File: config.mk
export PLATFORM = sky130hd
export DESIGN_NAME = record_crc_verifier_flat
export DESIGN_NICKNAME = d
export VERILOG_FILES = /design/src/rtl/rcv_pkg.sv /design/src/rtl/rcv_in_if.sv /design/src/rtl/rcv_out_if.sv /design/src/rtl/rcv_cfg_regs.sv /design/src/rtl/rcv_in_reg.sv /design/src/rtl/rcv_frame_check.sv /design/src/rtl/record_crc_verifier.sv /design/src/flat_wrapper.sv
export SDC_FILE = /design/constraint.sdc
export NUM_CORES = 1
export LEC_CHECK = 0
export BUFFER_PORTS_ARGS = -buffer_cell sky130_fd_sc_hd__buf_4
export CAP_MARGIN = 20
export CORE_MARGIN = 2
export CORE_UTILIZATION = 45
export CTS_BUF_LIST = sky130_fd_sc_hd__clkbuf_4 sky130_fd_sc_hd__clkbuf_8
export CTS_CLUSTER_DIAMETER = 150
export DETAILED_ROUTE_END_ITERATION = 7
export PLACE_DENSITY = 0.69
export SLEW_MARGIN = 10
export SYNTH_ARGS = -nofsm -noshare
export SYNTH_HDL_FRONTEND = slang
export SYNTH_SLANG_ARGS = --single-unit
File: constraint.sdc
create_clock -name clk -period 6.7 [get_ports clk]
set_input_delay 1.34 -clock clk [delete_from_list [all_inputs] [get_ports clk]]
set_output_delay 1.34 -clock clk [all_outputs]
set_load 0.01 [all_outputs]
File: src/rtl/rcv_pkg.sv
`timescale 1ns / 1ps

package rcv_pkg;

	localparam int STRIDE_W = 13;
	localparam int REC_W    = 32;
	localparam int CRC_W    = 32;
	localparam int CFG_IDX_W = 1;
	localparam int CFG_DATA_W = 32;

	localparam logic [CFG_IDX_W-1:0] REG_PAYLOAD_STRIDE = 1'd0;
	localparam logic [CFG_IDX_W-1:0] REG_RECORDS_HELD   = 1'd1;

	localparam logic [STRIDE_W-1:0] STRIDE_RESET = 13'd64;
	localparam logic [CRC_W-1:0]    CRC_POLY     = 32'h82F63B78;
	localparam logic [CRC_W-1:0]    CRC_INIT     = 32'hFFFFFFFF;

	typedef struct packed {
		logic [7:0]       frame_byte;
		logic             first_of_read;
		logic [REC_W-1:0] start_record;
		logic [REC_W-1:0] records_wanted;
	} in_item_t;

	typedef struct packed {
		logic     valid;
		in_item_t item;
	} in_stage_t;

	typedef struct packed {
		logic [STRIDE_W-1:0] payload_stride;
		logic [REC_W-1:0]    records_held;
	} cfg_t;

	function automatic logic [CRC_W-1:0] crc32c_byte(input logic [CRC_W-1:0] crc,
			input logic [7:0] b);
		logic [CRC_W-1:0] c;
		c = crc ^ {24'd0, b};
		for (int i = 0; i < 8; i++) begin
			c = c[0] ? ((c >> 1) ^ CRC_POLY) : (c >> 1);
		end
		return c;
	endfunction

endpackage

File: src/rtl/rcv_in_if.sv
`timescale 1ns / 1ps

interface rcv_in_if;
	import rcv_pkg::*;

	logic             valid;
	logic             ready;
	logic [7:0]       frame_byte;
	logic             first_of_read;
	logic [REC_W-1:0] start_record;
	logic [REC_W-1:0] records_wanted;

	modport source (output valid, output frame_byte, output first_of_read,
		output start_record, output records_wanted, input ready);
	modport sink (input valid, input frame_byte, input first_of_read,
		input start_record, input records_wanted, output ready);
endinterface

File: src/rtl/rcv_out_if.sv
`timescale 1ns / 1ps

interface rcv_out_if;
	import rcv_pkg::*;

	logic             valid;
	logic             ready;
	logic [7:0]       out_byte;
	logic             payload_valid;
	logic             record_done;
	logic             crc_ok;
	logic [REC_W-1:0] record_number;
	logic             poisoned;
	logic [REC_W-1:0] corrupt_index;

	modport source (output valid, output out_byte, output payload_valid,
		output record_done, output crc_ok, output record_number, output poisoned,
		output corrupt_index, input ready);
	modport sink (input valid, input out_byte, input payload_valid,
		input record_done, input crc_ok, input record_number, input poisoned,
		input corrupt_index, output ready);
endinterface

File: src/rtl/rcv_cfg_regs.sv
`timescale 1ns / 1ps

module rcv_cfg_regs (
	input  logic                             clk,
	input  logic                             arst_n,
	input  logic                             cfg_we,
	input  logic [rcv_pkg::CFG_IDX_W-1:0]    cfg_index,
	input  logic [rcv_pkg::CFG_DATA_W-1:0]   cfg_data,
	output rcv_pkg::cfg_t                    cfg
);
	import rcv_pkg::*;

	logic [STRIDE_W-1:0] stride_q;
	logic [REC_W-1:0]    held_q;

	always_ff @(posedge clk or negedge arst_n) begin
		if (!arst_n) begin
			stride_q <= STRIDE_RESET;
			held_q   <= '0;
		end else if (cfg_we) begin
			case (cfg_index)
				REG_PAYLOAD_STRIDE: stride_q <= cfg_data[STRIDE_W-1:0];
				REG_RECORDS_HELD:   held_q   <= cfg_data[REC_W-1:0];
				default: ;
			endcase
		end
	end

	assign cfg.payload_stride = stride_q;
	assign cfg.records_held   = held_q;
endmodule

File: src/rtl/rcv_in_reg.sv
`timescale 1ns / 1ps

module rcv_in_reg (
	input  logic               clk,
	input  logic               arst_n,
	rcv_in_if.sink             frames,
	input  logic               take,
	output rcv_pkg::in_stage_t stage
);
	import rcv_pkg::*;

	logic     v_s1;
	in_item_t item_s1;

	assign frames.ready = !v_s1 || take;

	always_ff @(posedge clk or negedge arst_n) begin
		if (!arst_n) begin
			v_s1 <= 1'b0;
		end else if (frames.ready) begin
			v_s1 <= frames.valid;
		end
	end

	always_ff @(posedge clk) begin
		if (frames.valid && frames.ready) begin
			item_s1.frame_byte     <= frames.frame_byte;
			item_s1.first_of_read  <= frames.first_of_read;
			item_s1.start_record   <= frames.start_record;
			item_s1.records_wanted <= frames.records_wanted;
		end
	end

	assign stage.valid = v_s1;
	assign stage.item  = item_s1;
endmodule

File: src/rtl/rcv_frame_check.sv
`timescale 1ns / 1ps

module rcv_frame_check #(
	parameter int MAX_STRIDE = 4096
) (
	input  logic               clk,
	input  logic               arst_n,
	input  rcv_pkg::cfg_t      cfg,
	input  rcv_pkg::in_stage_t stage,
	output logic               take,
	rcv_out_if.source          verdicts
);
	import rcv_pkg::*;

	localparam int PW = $clog2(MAX_STRIDE + 4);
	localparam int CW = (PW > STRIDE_W) ? PW : STRIDE_W;
	localparam logic [CW-1:0] MAX_C = CW'(MAX_STRIDE);
	localparam logic [PW-1:0] T_LAST = PW'(3);
	localparam logic [PW-1:0] T_END  = PW'(4);

	logic [PW-1:0]    pos_q;
	logic [CRC_W-1:0] crc_q;
	logic [CRC_W-1:0] trailer_q;
	logic [REC_W-1:0] cur_q;
	logic [REC_W-1:0] left_q;
	logic             corrupt_q;
	logic [REC_W-1:0] corrupt_idx_q;

	logic             out_v_q;
	logic [7:0]       byte_q;
	logic             pv_q, done_q, ok_q;
	logic [REC_W-1:0] recno_q;

	logic [CW-1:0]    stride_ext;
	logic [PW-1:0]    stride;
	logic [REC_W:0]   avail;
	logic [REC_W-1:0] left_new;
	logic [PW-1:0]    pos0, pos1, t;
	logic [CRC_W-1:0] crc0, crc1, tr0, tr1;
	logic [REC_W-1:0] cur0, cur1, left0, left1;
	logic             active, pv, done, ok, corrupt1;
	logic [REC_W-1:0] corrupt_idx1;
	in_item_t         it;

	assign it   = stage.item;
	assign take = stage.valid && (!out_v_q || verdicts.ready);

	always_comb begin
		stride_ext = CW'(cfg.payload_stride);
		if (stride_ext == '0) begin
			stride = PW'(1);
		end else if (stride_ext > MAX_C) begin
			stride = PW'(MAX_STRIDE);
		end else begin
			stride = stride_ext[PW-1:0];
		end
	end

	always_comb begin
		avail = {1'b0, cfg.records_held} - {1'b0, it.start_record};
		if (corrupt_q || it.records_wanted == '0 || avail[REC_W]
				|| avail[REC_W-1:0] == '0) begin
			left_new = '0;
		end else if (avail[REC_W-1:0] < it.records_wanted) begin
			left_new = avail[REC_W-1:0];
		end else begin
			left_new = it.records_wanted;
		end
	end

	always_comb begin
		if (it.first_of_read) begin
			pos0  = '0;
			crc0  = CRC_INIT;
			tr0   = '0;
			cur0  = it.start_record;
			left0 = left_new;
		end else begin
			pos0  = pos_q;
			crc0  = crc_q;
			tr0   = trailer_q;
			cur0  = cur_q;
			left0 = left_q;
		end
		active       = !corrupt_q && left0 != '0;
		t            = pos0 - stride;
		pos1         = pos0;
		crc1         = crc0;
		tr1          = tr0;
		cur1         = cur0;
		left1        = left0;
		pv           = 1'b0;
		done         = 1'b0;
		ok           = 1'b0;
		corrupt1     = corrupt_q;
		corrupt_idx1 = corrupt_idx_q;
		if (active) begin
			if (pos0 < stride) begin
				pv   = 1'b1;
				crc1 = crc32c_byte(crc0, it.frame_byte);
				pos1 = PW'(pos0 + 1'b1);
			end else begin
				if (t < T_END) begin
					tr1 = tr0 | ({24'd0, it.frame_byte} << {t[1:0], 3'b000});
				end
				if (t >= T_LAST) begin
					done = 1'b1;
					ok   = (tr1 == ~crc0);
					if (!ok) begin
						corrupt1     = 1'b1;
						corrupt_idx1 = cur0;
					end
					left1 = left0 - 1'b1;
					cur1  = cur0 + 1'b1;
					pos1  = '0;
					crc1  = CRC_INIT;
					tr1   = '0;
				end else begin
					pos1 = PW'(pos0 + 1'b1);
				end
			end
		end
	end

	always_ff @(posedge clk or negedge arst_n) begin
		if (!arst_n) begin
			pos_q         <= '0;
			crc_q         <= CRC_INIT;
			trailer_q     <= '0;
			cur_q         <= '0;
			left_q        <= '0;
			corrupt_q     <= 1'b0;
			corrupt_idx_q <= '0;
			out_v_q       <= 1'b0;
		end else begin
			if (take) begin
				pos_q         <= pos1;
				crc_q         <= crc1;
				trailer_q     <= tr1;
				cur_q         <= cur1;
				left_q        <= left1;
				corrupt_q     <= corrupt1;
				corrupt_idx_q <= corrupt_idx1;
				out_v_q       <= 1'b1;
			end else if (verdicts.ready) begin
				out_v_q <= 1'b0;
			end
		end
	end

	always_ff @(posedge clk) begin
		if (take) begin
			byte_q  <= it.frame_byte;
			pv_q    <= pv;
			done_q  <= done;
			ok_q    <= ok;
			recno_q <= cur0;
		end
	end

	assign verdicts.valid         = out_v_q;
	assign verdicts.out_byte      = byte_q;
	assign verdicts.payload_valid = pv_q;
	assign verdicts.record_done   = done_q;
	assign verdicts.crc_ok        = ok_q;
	assign verdicts.record_number = recno_q;
	assign verdicts.poisoned      = corrupt_q;
	assign verdicts.corrupt_index = corrupt_q ? corrupt_idx_q : '0;
endmodule

File: src/rtl/record_crc_verifier.sv
`timescale 1ns / 1ps
// Path: an accepted beat goes into the input register, then into the result
//   register, where it stays until the sink takes it.
// Throughput: one beat per cycle unless the sink stalls; the byte-wide CRC32C
//   update sits between the two registers, so nothing iterates.
// Reset (arst_n low, async): stride 64, records_held 0, no read active,
//   CRC all ones, poison flag clear, both pipeline registers empty.

module record_crc_verifier #(
	parameter int MAX_STRIDE = 4096
) (
	input  logic                           clk,
	input  logic                           arst_n,
	rcv_in_if.sink                         frames,
	rcv_out_if.source                      verdicts,
	input  logic                           cfg_we,
	input  logic [rcv_pkg::CFG_IDX_W-1:0]  cfg_index,
	input  logic [rcv_pkg::CFG_DATA_W-1:0] cfg_data
);
	import rcv_pkg::*;

	cfg_t      cfg;
	in_stage_t stage;
	logic      take;

	rcv_cfg_regs u_cfg (
		.clk       (clk),
		.arst_n    (arst_n),
		.cfg_we    (cfg_we),
		.cfg_index (cfg_index),
		.cfg_data  (cfg_data),
		.cfg       (cfg)
	);

	rcv_in_reg u_in (
		.clk    (clk),
		.arst_n (arst_n),
		.frames (frames),
		.take   (take),
		.stage  (stage)
	);

	rcv_frame_check #(
		.MAX_STRIDE (MAX_STRIDE)
	) u_check (
		.clk      (clk),
		.arst_n   (arst_n),
		.cfg      (cfg),
		.stage    (stage),
		.take     (take),
		.verdicts (verdicts)
	);

`ifndef SYNTHESIS
	a_flags_exclusive: assert property (@(posedge clk) disable iff (!arst_n)
		verdicts.valid |-> !(verdicts.payload_valid && verdicts.record_done))
		else $error("payload and record end flagged on one beat");

	a_ok_needs_done: assert property (@(posedge clk) disable iff (!arst_n)
		verdicts.valid && verdicts.crc_ok |-> verdicts.record_done)
		else $error("crc_ok without record end");

	a_bad_poisons: assert property (@(posedge clk) disable iff (!arst_n)
		verdicts.valid && verdicts.record_done && !verdicts.crc_ok |-> verdicts.poisoned)
		else $error("mismatch did not poison");

	a_poison_sticky: assert property (@(posedge clk) disable iff (!arst_n)
		verdicts.poisoned |=> verdicts.poisoned)
		else $error("poison flag cleared");
`endif
endmodule

File: src/flat_wrapper.sv
// flat-port wrapper written by rule: the top's interface ports become plain ports
module record_crc_verifier_flat import rcv_pkg::*;
#(
	parameter int MAX_STRIDE = 4096
)
  (clk, arst_n, cfg_we, cfg_index, cfg_data, frames_valid, frames_frame_byte, frames_first_of_read, frames_start_record, frames_records_wanted, frames_ready, verdicts_valid, verdicts_out_byte, verdicts_payload_valid, verdicts_record_done, verdicts_crc_ok, verdicts_record_number, verdicts_poisoned, verdicts_corrupt_index, verdicts_ready);
  rcv_in_if frames_i ();
  rcv_out_if verdicts_i ();
  input  logic clk;
  input  logic arst_n;
  input  logic cfg_we;
  input  logic [rcv_pkg::CFG_IDX_W-1:0] cfg_index;
  input  logic [rcv_pkg::CFG_DATA_W-1:0] cfg_data;
  input wire logic [$bits(frames_i.valid)-1:0] frames_valid;
  input wire logic [$bits(frames_i.frame_byte)-1:0] frames_frame_byte;
  input wire logic [$bits(frames_i.first_of_read)-1:0] frames_first_of_read;
  input wire logic [$bits(frames_i.start_record)-1:0] frames_start_record;
  input wire logic [$bits(frames_i.records_wanted)-1:0] frames_records_wanted;
  output wire logic [$bits(frames_i.ready)-1:0] frames_ready;
  output wire logic [$bits(verdicts_i.valid)-1:0] verdicts_valid;
  output wire logic [$bits(verdicts_i.out_byte)-1:0] verdicts_out_byte;
  output wire logic [$bits(verdicts_i.payload_valid)-1:0] verdicts_payload_valid;
  output wire logic [$bits(verdicts_i.record_done)-1:0] verdicts_record_done;
  output wire logic [$bits(verdicts_i.crc_ok)-1:0] verdicts_crc_ok;
  output wire logic [$bits(verdicts_i.record_number)-1:0] verdicts_record_number;
  output wire logic [$bits(verdicts_i.poisoned)-1:0] verdicts_poisoned;
  output wire logic [$bits(verdicts_i.corrupt_index)-1:0] verdicts_corrupt_index;
  input wire logic [$bits(verdicts_i.ready)-1:0] verdicts_ready;
  assign frames_i.valid = frames_valid;
  assign frames_i.frame_byte = frames_frame_byte;
  assign frames_i.first_of_read = frames_first_of_read;
  assign frames_i.start_record = frames_start_record;
  assign frames_i.records_wanted = frames_records_wanted;
  assign frames_ready = frames_i.ready;
  assign verdicts_valid = verdicts_i.valid;
  assign verdicts_out_byte = verdicts_i.out_byte;
  assign verdicts_payload_valid = verdicts_i.payload_valid;
  assign verdicts_record_done = verdicts_i.record_done;
  assign verdicts_crc_ok = verdicts_i.crc_ok;
  assign verdicts_record_number = verdicts_i.record_number;
  assign verdicts_poisoned = verdicts_i.poisoned;
  assign verdicts_corrupt_index = verdicts_i.corrupt_index;
  assign verdicts_i.ready = verdicts_ready;
  record_crc_verifier #(.MAX_STRIDE(MAX_STRIDE)) u_core (.clk(clk), .arst_n(arst_n), .frames(frames_i), .verdicts(verdicts_i), .cfg_we(cfg_we), .cfg_index(cfg_index), .cfg_data(cfg_data));
endmodule
== Yosys cells after proc, flatten, opt, wreduce, memory -nomap -nowiden ==
Cells that the tools add are included.

* $add $sub $neg: 5
* Order comparisons: 5
* Equal/unequal tests: 1
* Shift operators: 1
* Multiplexer cells: 40
* Bitwise operators: 16
* Reduce and logical (&&, ||, !) cells: 21

{| class="wikitable"
|+ Operators by type and width
! kind !! count
|-
| $mux W32 || 30
|-
| $not A16 Y17 || 8
|-
| $mux W13 || 6
|-
| $logic_not A32 Y1 || 2
|-
| $sub A32 B32 Y33 || 1
|-
| $add A32 B1 Y32 const B || 1
|-
| $eq A32 B32 Y1 || 1
|-
| $lt A32 B32 Y1 || 1
|-
| $not A32 Y32 || 1
|-
| $or A32 B32 Y32 || 1
|-
| $reduce_bool A32 Y1 || 1
|-
| $shl A8 B5 Y32 || 1
|-
| $sub A32 B1 Y32 const B || 1
|-
| $xor A32 B8 Y32 || 1
|-
| $add A13 B1 Y13 const B || 1
|-
| $ge A13 B2 Y1 const B || 1
|-
| $gt A13 B13 Y1 const B || 1
|-
| $logic_not A13 Y1 || 1
|-
| $lt A13 B13 Y1 || 1
|-
| $lt A13 B3 Y1 const B || 1
|-
| $sub A13 B13 Y13 || 1
|-
| $logic_or A1 B1 Y1 || 5
|-
| $not A1 Y1 || 5
|-
| $reduce_and A5 Y1 || 1
|-
| other kinds (7) || 15
|}

* Register bits: 337
* Output and inout port bits: 78
* Word-level logic and storage cells: 109

== Logic depth before layout (Yosys ltp) ==
Gate-level depths: netlist of run 1.

* Depth after elaboration: 20
* Gate-level depth with buffers: 34

== Hierarchy ==
A second synthesis of run 1 with hierarchy kept.

* Cells, all modules: 2268
* Area total of the unflattened synthesis: 21683.3 sq um

{| class="wikitable"
|+ By module, submodules not included
! module !! times used !! cells an instance !! area each (sq um)
|-
| rcv_frame_check || 1 || 2094 || 17753.3
|-
| rcv_in_reg || 1 || 78 || 2253.4
|-
| rcv_cfg_regs || 1 || 96 || 1676.6
|}

== Worst setup path before layout of run 1 ==
OpenSTA, ideal clock, no wires.

* Kind: reg2reg
* Start: register u_core.u_cfg.held_q[0]
* End: register u_core.u_check.corrupt_idx_q[10]
* Library setup time: 0.125 ns
* Arrival: 6.558 ns
* Required time: 6.575 ns
* Setup slack: 0.017 ns
* Cell stages (with the launch flop): 33
* Path buffers: 5
* Period minus slack after synthesis: 6.683 ns
* Cells stage by stage: dfrtp_1 inv_1 ha_1 inv_1 fa_1 a211oi_1 o21ai_1 a211oi_1 nand3_1 a311o_1 and2_1 ha_1 a21oi_1 nand2_1 a21oi_1 o21a_1 nor2b_1 buf_2 buf_1 clkbuf_1 buf_1 o21ai_0 a22oi_1 ha_1 nor3b_1 inv_1 a31oi_2 a31o_2 inv_2 nand2_2 nor2_2 buf_6 mux2_4

* Cells in the longest elaborated chain, start to end: 8
* Elaborated cells on any way between the ends: 11
* Classes of those cells: 1 x add/sub; 1 x order compare; 3 x mux; 6 x reduce/logical

{| class="wikitable"
|+ Ends and longest elaborated chain
! item !! line !! source
|-
| from (decl) || rcv_cfg_regs.sv:14 || <nowiki>logic [REC_W-1:0] held_q;</nowiki>
|-
| from (signal assigned) || rcv_cfg_regs.sv:23 || <nowiki>REG_RECORDS_HELD: held_q <= cfg_data[REC_W-1:0];</nowiki>
|-
| $sub A32 B32 Y33 (*) || rcv_frame_check.sv:60 || <nowiki>avail = {1'b0, cfg.records_held} - {1'b0, it.start_record};</nowiki>
|-
| $lt A32 B32 Y1, or another cell as far along || rcv_frame_check.sv:64 || <nowiki>end else if (avail[REC_W-1:0] < it.records_wanted) begin</nowiki>
|-
| $mux W32 / $logic_or A1 B1 Y1 (equally long branches) || rcv_frame_check.sv:64, rcv_frame_check.sv:62 ||
|-
| $mux W32 (*) || rcv_frame_check.sv:61 || <nowiki>if (corrupt_q || it.records_wanted == '0 || avail[REC_W]</nowiki>
|-
| $mux W32 (*) || rcv_frame_check.sv:72 || <nowiki>if (it.first_of_read) begin</nowiki>
|-
| $reduce_bool A32 Y1 (*) || rcv_frame_check.sv:85 || <nowiki>active = !corrupt_q && left0 != '0;</nowiki>
|-
| $logic_and A1 B1 Y1 (*) || rcv_frame_check.sv:85 ||
|-
| $reduce_and A5 Y1 (no source line) (*) || - ||
|-
| to (signal assigned) || rcv_frame_check.sv:143 || <nowiki>corrupt_idx_q <= corrupt_idx1;</nowiki>
|-
| to (decl) || rcv_frame_check.sv:27 || <nowiki>logic [REC_W-1:0] corrupt_idx_q;</nowiki>
|}

Mark *: on every way between the ends. The rest lies on a longest branch, timed or not.
A chain may end at the register's enable or synchronous reset.

== Final worst setup path of run 1 ==
* Start: register u_core.u_cfg.held_q[0]
* End: register u_core.u_check.left_q[25]

* Cells in the longest elaborated chain, start to end: 9
* Elaborated cells on any way between the ends: 14
* Classes of those cells: 2 x add/sub; 1 x order compare; 6 x mux; 5 x reduce/logical

{| class="wikitable"
|+ Ends and longest elaborated chain
! item !! line !! source
|-
| $sub A32 B32 Y33 (*) || rcv_frame_check.sv:60 ||
|-
| $lt A32 B32 Y1, or another cell as far along || rcv_frame_check.sv:64 ||
|-
| $mux W32 / $logic_or A1 B1 Y1 (equally long branches) || rcv_frame_check.sv:64, rcv_frame_check.sv:62 ||
|-
| $mux W32 (*) || rcv_frame_check.sv:61 ||
|-
| $mux W32 (*) || rcv_frame_check.sv:72 ||
|-
| $sub A32 B1 Y32 || rcv_frame_check.sv:113 || <nowiki>left1 = left0 - 1'b1;</nowiki>
|-
| $mux W32 || rcv_frame_check.sv:106 || <nowiki>if (t >= T_LAST) begin</nowiki>
|-
| $mux W32 || rcv_frame_check.sv:98 || <nowiki>if (pos0 < stride) begin</nowiki>
|-
| $mux W32 (*) || rcv_frame_check.sv:97 || <nowiki>if (active) begin</nowiki>
|-
| to (signal assigned) || rcv_frame_check.sv:141 || <nowiki>left_q <= left1;</nowiki>
|-
| to (decl) || rcv_frame_check.sv:25 || <nowiki>logic [REC_W-1:0] left_q;</nowiki>
|}

Marks and branches as above.

==> results of run 1 <==
[state kept, by name, summed over array words and instances, names as in the netlist]
register / count
u_core.u_check.verdicts.out_byte: 8
u_core.u_in.stage: 73
u_core.u_cfg.held_q: 32
u_core.u_check.verdicts.crc_ok: 1
u_core.u_check.left_q: 32
u_core.u_in.v_s1: 1
u_core.u_check.verdicts.payload_valid: 1
u_core.u_check.verdicts.valid: 1
u_core.u_check.trailer_q: 32
u_core.u_check.pos_q: 13
u_core.u_cfg.stride_q: 13
u_core.u_check.crc_q: 32
u_core.u_check.cur_q: 32
u_core.u_check.verdicts.poisoned: 1
u_core.u_check.verdicts.record_number: 32
u_core.u_check.verdicts.record_done: 1
u_core.u_check.corrupt_idx_q: 32
[layer usage]
| layer | wire length (µm) | vias to the layer above | track usage | part of all wire |
|---|---|---|---|---|
| li1 | - | 8962 | - | - |
| met1 | 28900 | 9484 | 0.352 | 0.41 |
| met2 | 33900 | 767 | 0.456 | 0.48 |
| met3 | 4610 | 178 | 0.0442 | 0.065 |
| met4 | 2890 | 2 | 0.110 | 0.041 |
| met5 | 11 | - | 0 | 0.00016 |
[power groups by stage]
stage | Sequential [W] | Clock (W) | Combinational, W
3_3_place_gp | 0.00309 | 0 | 0.00437
4_1_cts | 0.00306 | 0.00224 | 0.00447
6_report | 0.00308 | 0.00219 | 0.00455
3_5_place_dp | 0.00309 | 0 | 0.00443
2_1_floorplan | 0.00291 | 0 | 0.00320
5_1_grt | 0.00312 | 0.00233 | 0.00498
[stage by stage]
step           total power, W  area [µm²]  std cells  TNS, ns
2_1_floorplan         0.00611       22200       2319        0
3_3_place_gp          0.00745       24600       3129    -6.97
3_5_place_dp          0.00752       24600       3129    -4.78
4_1_cts               0.00978       26000       3239        0
5_1_grt                0.0104       26100       3244    -4.08
6_report              0.00982       26100       3244        0
[worst max-delay path by stage]
stage	from	endpoint	slack, ns
floorplan	u_core.u_cfg.held_q[0]$_DFFE_PN0P_	u_core.u_check.corrupt_idx_q[10]$_DFFE_PN0P_	0.02
global placement	u_core.u_in.stage[42]$_DFFE_PP_	u_core.u_check.corrupt_idx_q[29]$_DFFE_PN0P_	-0.16
detailed placement	u_core.u_in.stage[42]$_DFFE_PP_	u_core.u_check.left_q[25]$_DFFE_PN0P_	-0.14
CTS	u_core.u_cfg.held_q[0]$_DFFE_PN0P_	u_core.u_check.left_q[22]$_DFFE_PN0P_	0.04
global route	u_core.u_cfg.held_q[0]$_DFFE_PN0P_	u_core.u_check.left_q[25]$_DFFE_PN0P_	-0.12
finish	u_core.u_cfg.held_q[0]$_DFFE_PN0P_	u_core.u_check.left_q[25]$_DFFE_PN0P_	0.18
[kinds of logic (layout without fill, tap and decap cells)]
family / count (synthesis) / count (layout)
flip-flops: 337 / 337
adder cells (fa/ha/maj): 82 / 82
buffers and inverters: 237 / 498
XOR/XNOR: 142 / 142
AND/OR/NAND/NOR: 757 / 757
AO/OA/AOI/OAI: 620 / 620
multiplexers: 144 / 144
[final cells by class]
type,instances,area (µm²),area share
clock buffer,86,1080,0.0412
clock inverter,21,293,0.0112
inverter,108,405,0.0155
multi-input combinational,1745,12300,0.469
sequential,337,9050,0.346
tap,664,831,0.0318
timing repair buffer,283,2220,0.0849
[timing repair]
| item | CTS | global route |
|---|---|---|
| hold buffers | 0 | 0 |
| pin swaps | 0 | 3 |
| gates resized for setup | 5 | 25 |
| endpoints found under the setup margin | 100 | 175 |
| setup buffers | 3 | 4 |
[synth_stat cells, types with 15 or more instances]
| library cell | n |
|---|---|
| a2bb2oi_1 | 33 |
| and2_1 | 60 |
| edfxtp_1 | 116 |
| ha_1 | 80 |
| dfrtp_1 | 188 |
| dfstp_2 | 33 |
| nand4_1 | 43 |
| a21o_1 | 24 |
| mux2i_1 | 41 |
| nand2b_1 | 15 |
| and3_1 | 24 |
| buf_6 | 16 |
| buf_2 | 23 |
| a22oi_1 | 23 |
| a21oi_1 | 118 |
| nor2b_1 | 30 |
| a211oi_1 | 37 |
| xnor2_1 | 97 |
| clkbuf_1 | 80 |
| or3_1 | 17 |
| o21ai_0 | 130 |
| mux2_4 | 29 |
| nand3_1 | 55 |
| inv_1 | 106 |
| a31oi_1 | 18 |
| o31ai_1 | 21 |
| mux2_2 | 74 |
| a22o_1 | 34 |
| nor3_1 | 47 |
| nor4_1 | 16 |
| or4_1 | 15 |
| nor2_1 | 143 |
| xor2_1 | 45 |
| nand2_1 | 230 |
| o211ai_1 | 28 |
==> metrics, run 1 <==
die span in x 226 µm; Post-synth EDFFs 116; most used cells in the layout excluding fill and tap cells buf_4, nand2_1, dfrtp_1; clock latency on the worst-skew pair 0.70 ns; top_reg_cell synth dfrtp_1; global-route wire length before repair 108,000 µm; Hold Crit Class flip-flop to flip-flop; simple-gate portion of the synthesized area 0.174; crit end category flip-flop; CP max stage cell or4b_4; die area 51,100 µm²; drt first pass iters 5; Fmax 153 MHz; DR WL/cell 21.7 µm; initial DRC count 1,813; vias per cell 5.98; distinct cell type count after synthesis 105; Hold Fails Final Rpt 0; path depth of the worst reg2reg path 25; die height 226 µm; Initial Utilization 0.455; Logic pwr share 0.463; largest family of logic cells by synthesized area compound AO/OA/AOI/OAI gates; Hold Slack 0.474 ns; total CTS buffers 57; critical path's largest stage delay 0.57 ns; clk sinks 337; # DRC 0; worst hold stages 1; largest net degree at the start of global routing 111; synth top area cells dfrtp_1, edfxtp_1, ha_1, dfstp_2, nand2_1; # diodes 0; Hold Path Sink u_core.u_check.cur_q[6]$_DFFE_PN0P_; Worst Path Arrival 7.05 ns; Int Pwr 0.00590 W; Worst Path Required 7.22 ns; IO Pins 189; Net Sw Frac 0.400; worst slack, placed -0.136 ns; maximum vdd ir drop 218 µV; post-DP HPWL 52,400 µm; reg-to-reg startpoint u_core.u_cfg.held_q[0]$_DFFE_PN0P_; synthesized cell area 22,200 µm²; Gate Count Post-Synth 2,319; asr flop ratio synth 0.656; Worst Tran Pin Value 1.14 ns; max_slew headroom 0.233; Synth top area share 0.212; Synth Warn # 0; Psw 0.00393 W; share of layout cells above drive strength 1 0.233; sequential area share after synthesis 0.408; Port Buf Inserts 188; Seq pwr share 0.314; Nets 2,725; grt total ovfl 0; Root Buffer clkbuf_8; adder-cell share of the synthesized area 0.0469; CTS H-Tree Depth 2; ANT nets after route 0; FF+latch count, synth 337; Final setup viols 0; Syn Nets 2,512; GRT Util Overall 0.273; most common cell after layout, fill and taps aside buf_4; worst-path fanout max 7; TritonCTS clock tree done; cell family with most CP delay compound AO/OA/AOI/OAI gates; Fill cells 4,440; crit path kind flip-flop to flip-flop; fin util 0.535; vias in the first global route 18,904; CTS Buffer Depth 3; Max-Cap Viols 0; Routed WL 70,400 µm; P_leak 11.0 nW; leading area contributor after synthesis dfrtp_1; proportion of synthesized area in mux cells 0.0756; final worst path period share 0.974; minimum clock period 6.52 ns; Post-Syn Area per Cell 9.58 µm²; Buf/Inv on CP 4; PwrDens 376 nW/µm²; hold path startpoint u_core.u_check.cur_q[6]$_DFFE_PN0P_; cell row count 81; Final GP Congestion 0.956; synth-to-layout area growth 17.7%; complex-gate fraction of the synthesized area 0.192; Setup crit start kind flip-flop; antenna violations before repair 1; share of total power in the clock network 0.223; Worst-path clk slew 0.06 ns; Final Worst Setup Slack 0.177 ns; Pins Over Slew Limit 0; Vias 19,393; reg2reg setup slack 0.18 ns; status finished, final reports clean; Synth Area in XOR/XNOR 0.0560; Core ar. 48,800 µm²; cell count along the critical path 25; FF-to-FF End u_core.u_check.left_q[25]$_DFFE_PN0P_; Clock Skews 0.0599 ns
Note: power is estimated with default switching activity, not from simulation.
==> run 2: changes to the inputs <==
PLACE_DENSITY = 0.67   (was 0.69)
clock period = 8.3 ns   (was 6.7 ns; I/O delays follow)
==> run 2 against run 1 <==
  * Clock power fell by 22%
  * Wire length rose by 0.68%
  * Setup slack improved by 0.48 ns
  * Combinational power fell by 21%
  * Sequential share of layout area rose by 0.94 points
  * Register-to-register slack improved by 0.48 ns
  * Sequential cell count did not move
  * Hold slack improved by 0.0043 ns
  * Fmax fell by 15%
  * First-iteration DRC count rose by 1.2%
==> metrics, run 2 (synthesized netlist as in run 1, its figures left out) <==
Final GP Congestion 1.03 (was 0.956); max reg flops 73 (unchanged); GR Util met1 0.367 (was 0.352); P_leak 10.7 nW (was 11.0 nW); share of layout cells above drive strength 1 0.205 (was 0.233); clk sinks 337 (unchanged); die height 226 µm (unchanged); cell row count 81 (unchanged); Max-Cap Viols 0 (unchanged); vias in the first global route 18,942 (was 18,904); post-DP HPWL 52,100 µm (was 52,400 µm); maximum vdd ir drop 170 µV (was 218 µV); worst-path fanout max 23 (was 7); crit end category flip-flop (unchanged); Core ar. 48,800 µm² (unchanged); TritonCTS clock tree done (unchanged); Hold Slack 0.478 ns (was 0.474 ns); # diodes 0 (unchanged); grt total ovfl 0 (unchanged); ANT nets after route 0 (unchanged); met2 Use GR 0.453 (was 0.456); Hold Fails Final Rpt 0 (unchanged); Root Buffer clkbuf_8 (unchanged); drt first pass iters 8 (was 5); most used routing layer in global routing met2 (unchanged); Worst Path Required 8.92 ns (was 7.22 ns); Fmax 131 MHz (was 153 MHz); Pins Over Slew Limit 0 (unchanged); Post-DP Area 24,100 µm² (was 24,600 µm²); IO Pins 189 (unchanged); CTS H-Tree Depth 2 (unchanged); Hold Crit Class flip-flop to flip-flop (unchanged); largest net degree at the start of global routing 171 (was 111); Worst Tran Pin Value 1.09 ns (was 1.14 ns); Initial Utilization 0.455 (unchanged); minimum clock period 7.65 ns (was 6.52 ns); post-CTS resize count 0 (was 5); Nets 2,665 (was 2,725); max_slew headroom 0.273 (was 0.233); setup tns final 0 ns (unchanged); total power 0.00779 W (was 0.00982 W); Setup crit start kind flip-flop (unchanged); antenna violations before repair 2 (was 1); total CTS buffers 58 (was 57); most common cell after layout, fill and taps aside nand2_1 (was buf_4); final worst path period share 0.921 (was 0.974); GRT Util Overall 0.276 (was 0.273); die span in x 226 µm (unchanged); # hold bufs at CTS 0 (unchanged); synth-to-layout area growth 14.6% (was 17.7%); post-route cell area 25,500 µm² (was 26,100 µm²); DR WL/cell 22.2 µm (was 21.7 µm); Routed WL 70,800 µm (was 70,400 µm); RSZ-0062 raised after global routing false; most used cells in the layout excluding fill and tap cells nand2_1, buf_4, dfrtp_1 (was buf_4, nand2_1, dfrtp_1); Post-CTS Setup Bufs 0 (was 3); status finished, final reports clean (unchanged); global-route wire length before repair 110,000 µm (was 108,000 µm); Worst Path Arrival 8.27 ns (was 7.05 ns); PwrDens 306 nW/µm² (was 376 nW/µm²); # DRC 0 (unchanged); Clock Skews 0.0453 ns (was 0.0599 ns); die area 51,100 µm² (unchanged); vias per cell 6.04 (was 5.98); clock latency on the worst-skew pair 0.69 ns (was 0.70 ns); GRT met3 Usage 0.0392 (was 0.0442); initial DRC count 1,835 (was 1,813); Worst-path clk slew 0.07 ns (was 0.06 ns); CTS Buffer Depth 3 (unchanged); Port Buf Inserts 188 (unchanged); Fill cells 4,437 (was 4,440); fin util 0.521 (was 0.535); crit path kind flip-flop to flip-flop (unchanged); Final setup viols 0 (unchanged); Vias 19,247 (was 19,393)
## run 2: power by group
group          leakage [nW]  switching, W  internal [W]
clock network         0.701      0.000744      0.000954
logic                  6.15       0.00209       0.00151
registers              3.85      0.000362       0.00213
total                  10.7       0.00320       0.00460
## run 2: routing by layer
| metal | vias up | wire length (µm) |
|---|---|---|
| met1 | 9402 | 30100 |
| met2 | 826 | 33700 |
| met4 | 0 | 2550 |
| met5 | - | 0 |
| met3 | 157 | 4490 |
| li1 | 8862 | - |
## run 2: per-stage QoR
step,instances,setup slack [ns]
2_1_floorplan,2319,1.62
3_3_place_gp,3074,0.886
3_5_place_dp,3074,0.796
4_1_cts,3184,0.751
5_1_grt,3186,0.182
6_report,3186,0.653
## run 2: final timing paths
kind	to	slack, ns	depth (start not counted)	from
worst max-delay path	u_core.u_check.pos_q[12]$_DFFE_PN0P_	0.65	24	u_core.u_in.stage[48]$_DFFE_PP_
worst min-delay path	u_core.u_check.cur_q[6]$_DFFE_PN0P_	0.48	1	u_core.u_check.cur_q[6]$_DFFE_PN0P_
worst max register to register	u_core.u_check.pos_q[12]$_DFFE_PN0P_	0.65	24	u_core.u_in.stage[48]$_DFFE_PP_
worst min register to register	u_core.u_check.cur_q[6]$_DFFE_PN0P_	0.48	1	u_core.u_check.cur_q[6]$_DFFE_PN0P_
max in group asynchronous	u_core.u_cfg.held_q[25]$_DFFE_PN0P_	6.02	2	arst_n
min in group asynchronous	u_core.u_check.trailer_q[8]$_DFFE_PN0P_	0.91	1	arst_n
## run 2: critical path: stages (launching register included)
cell       delay (ns)
edfxtp_1         0.37
inv_1            0.06
ha_1             0.42
a21oi_1          0.31
o21ai_1          0.23
a2111oi_0        0.80
a21oi_1          0.20
xor2_1           0.48
ha_1             0.36
a21oi_1          0.18
o21ai_0          0.11
o21bai_1         0.20
a31oi_1          0.17
nor2b_4          0.54
buf_4            0.28
mux2_2           0.39
o31ai_1          0.30
nand2b_1         0.11
o22ai_1          0.50
a31o_4           0.46
inv_2            0.08
buf_4            0.23
nor2_1           0.41
nand4b_1         0.15
a21bo_2          0.23
## run 2: final cells by class
cell class,count,area (µm²),area share
clock inverter,25,256,0.0101
multi-input combinational,1745,12100,0.477
tap,664,831,0.0326
clock buffer,85,1060,0.0415
inverter,108,405,0.0159
sequential,337,9050,0.356
timing repair buffer,222,1700,0.0668
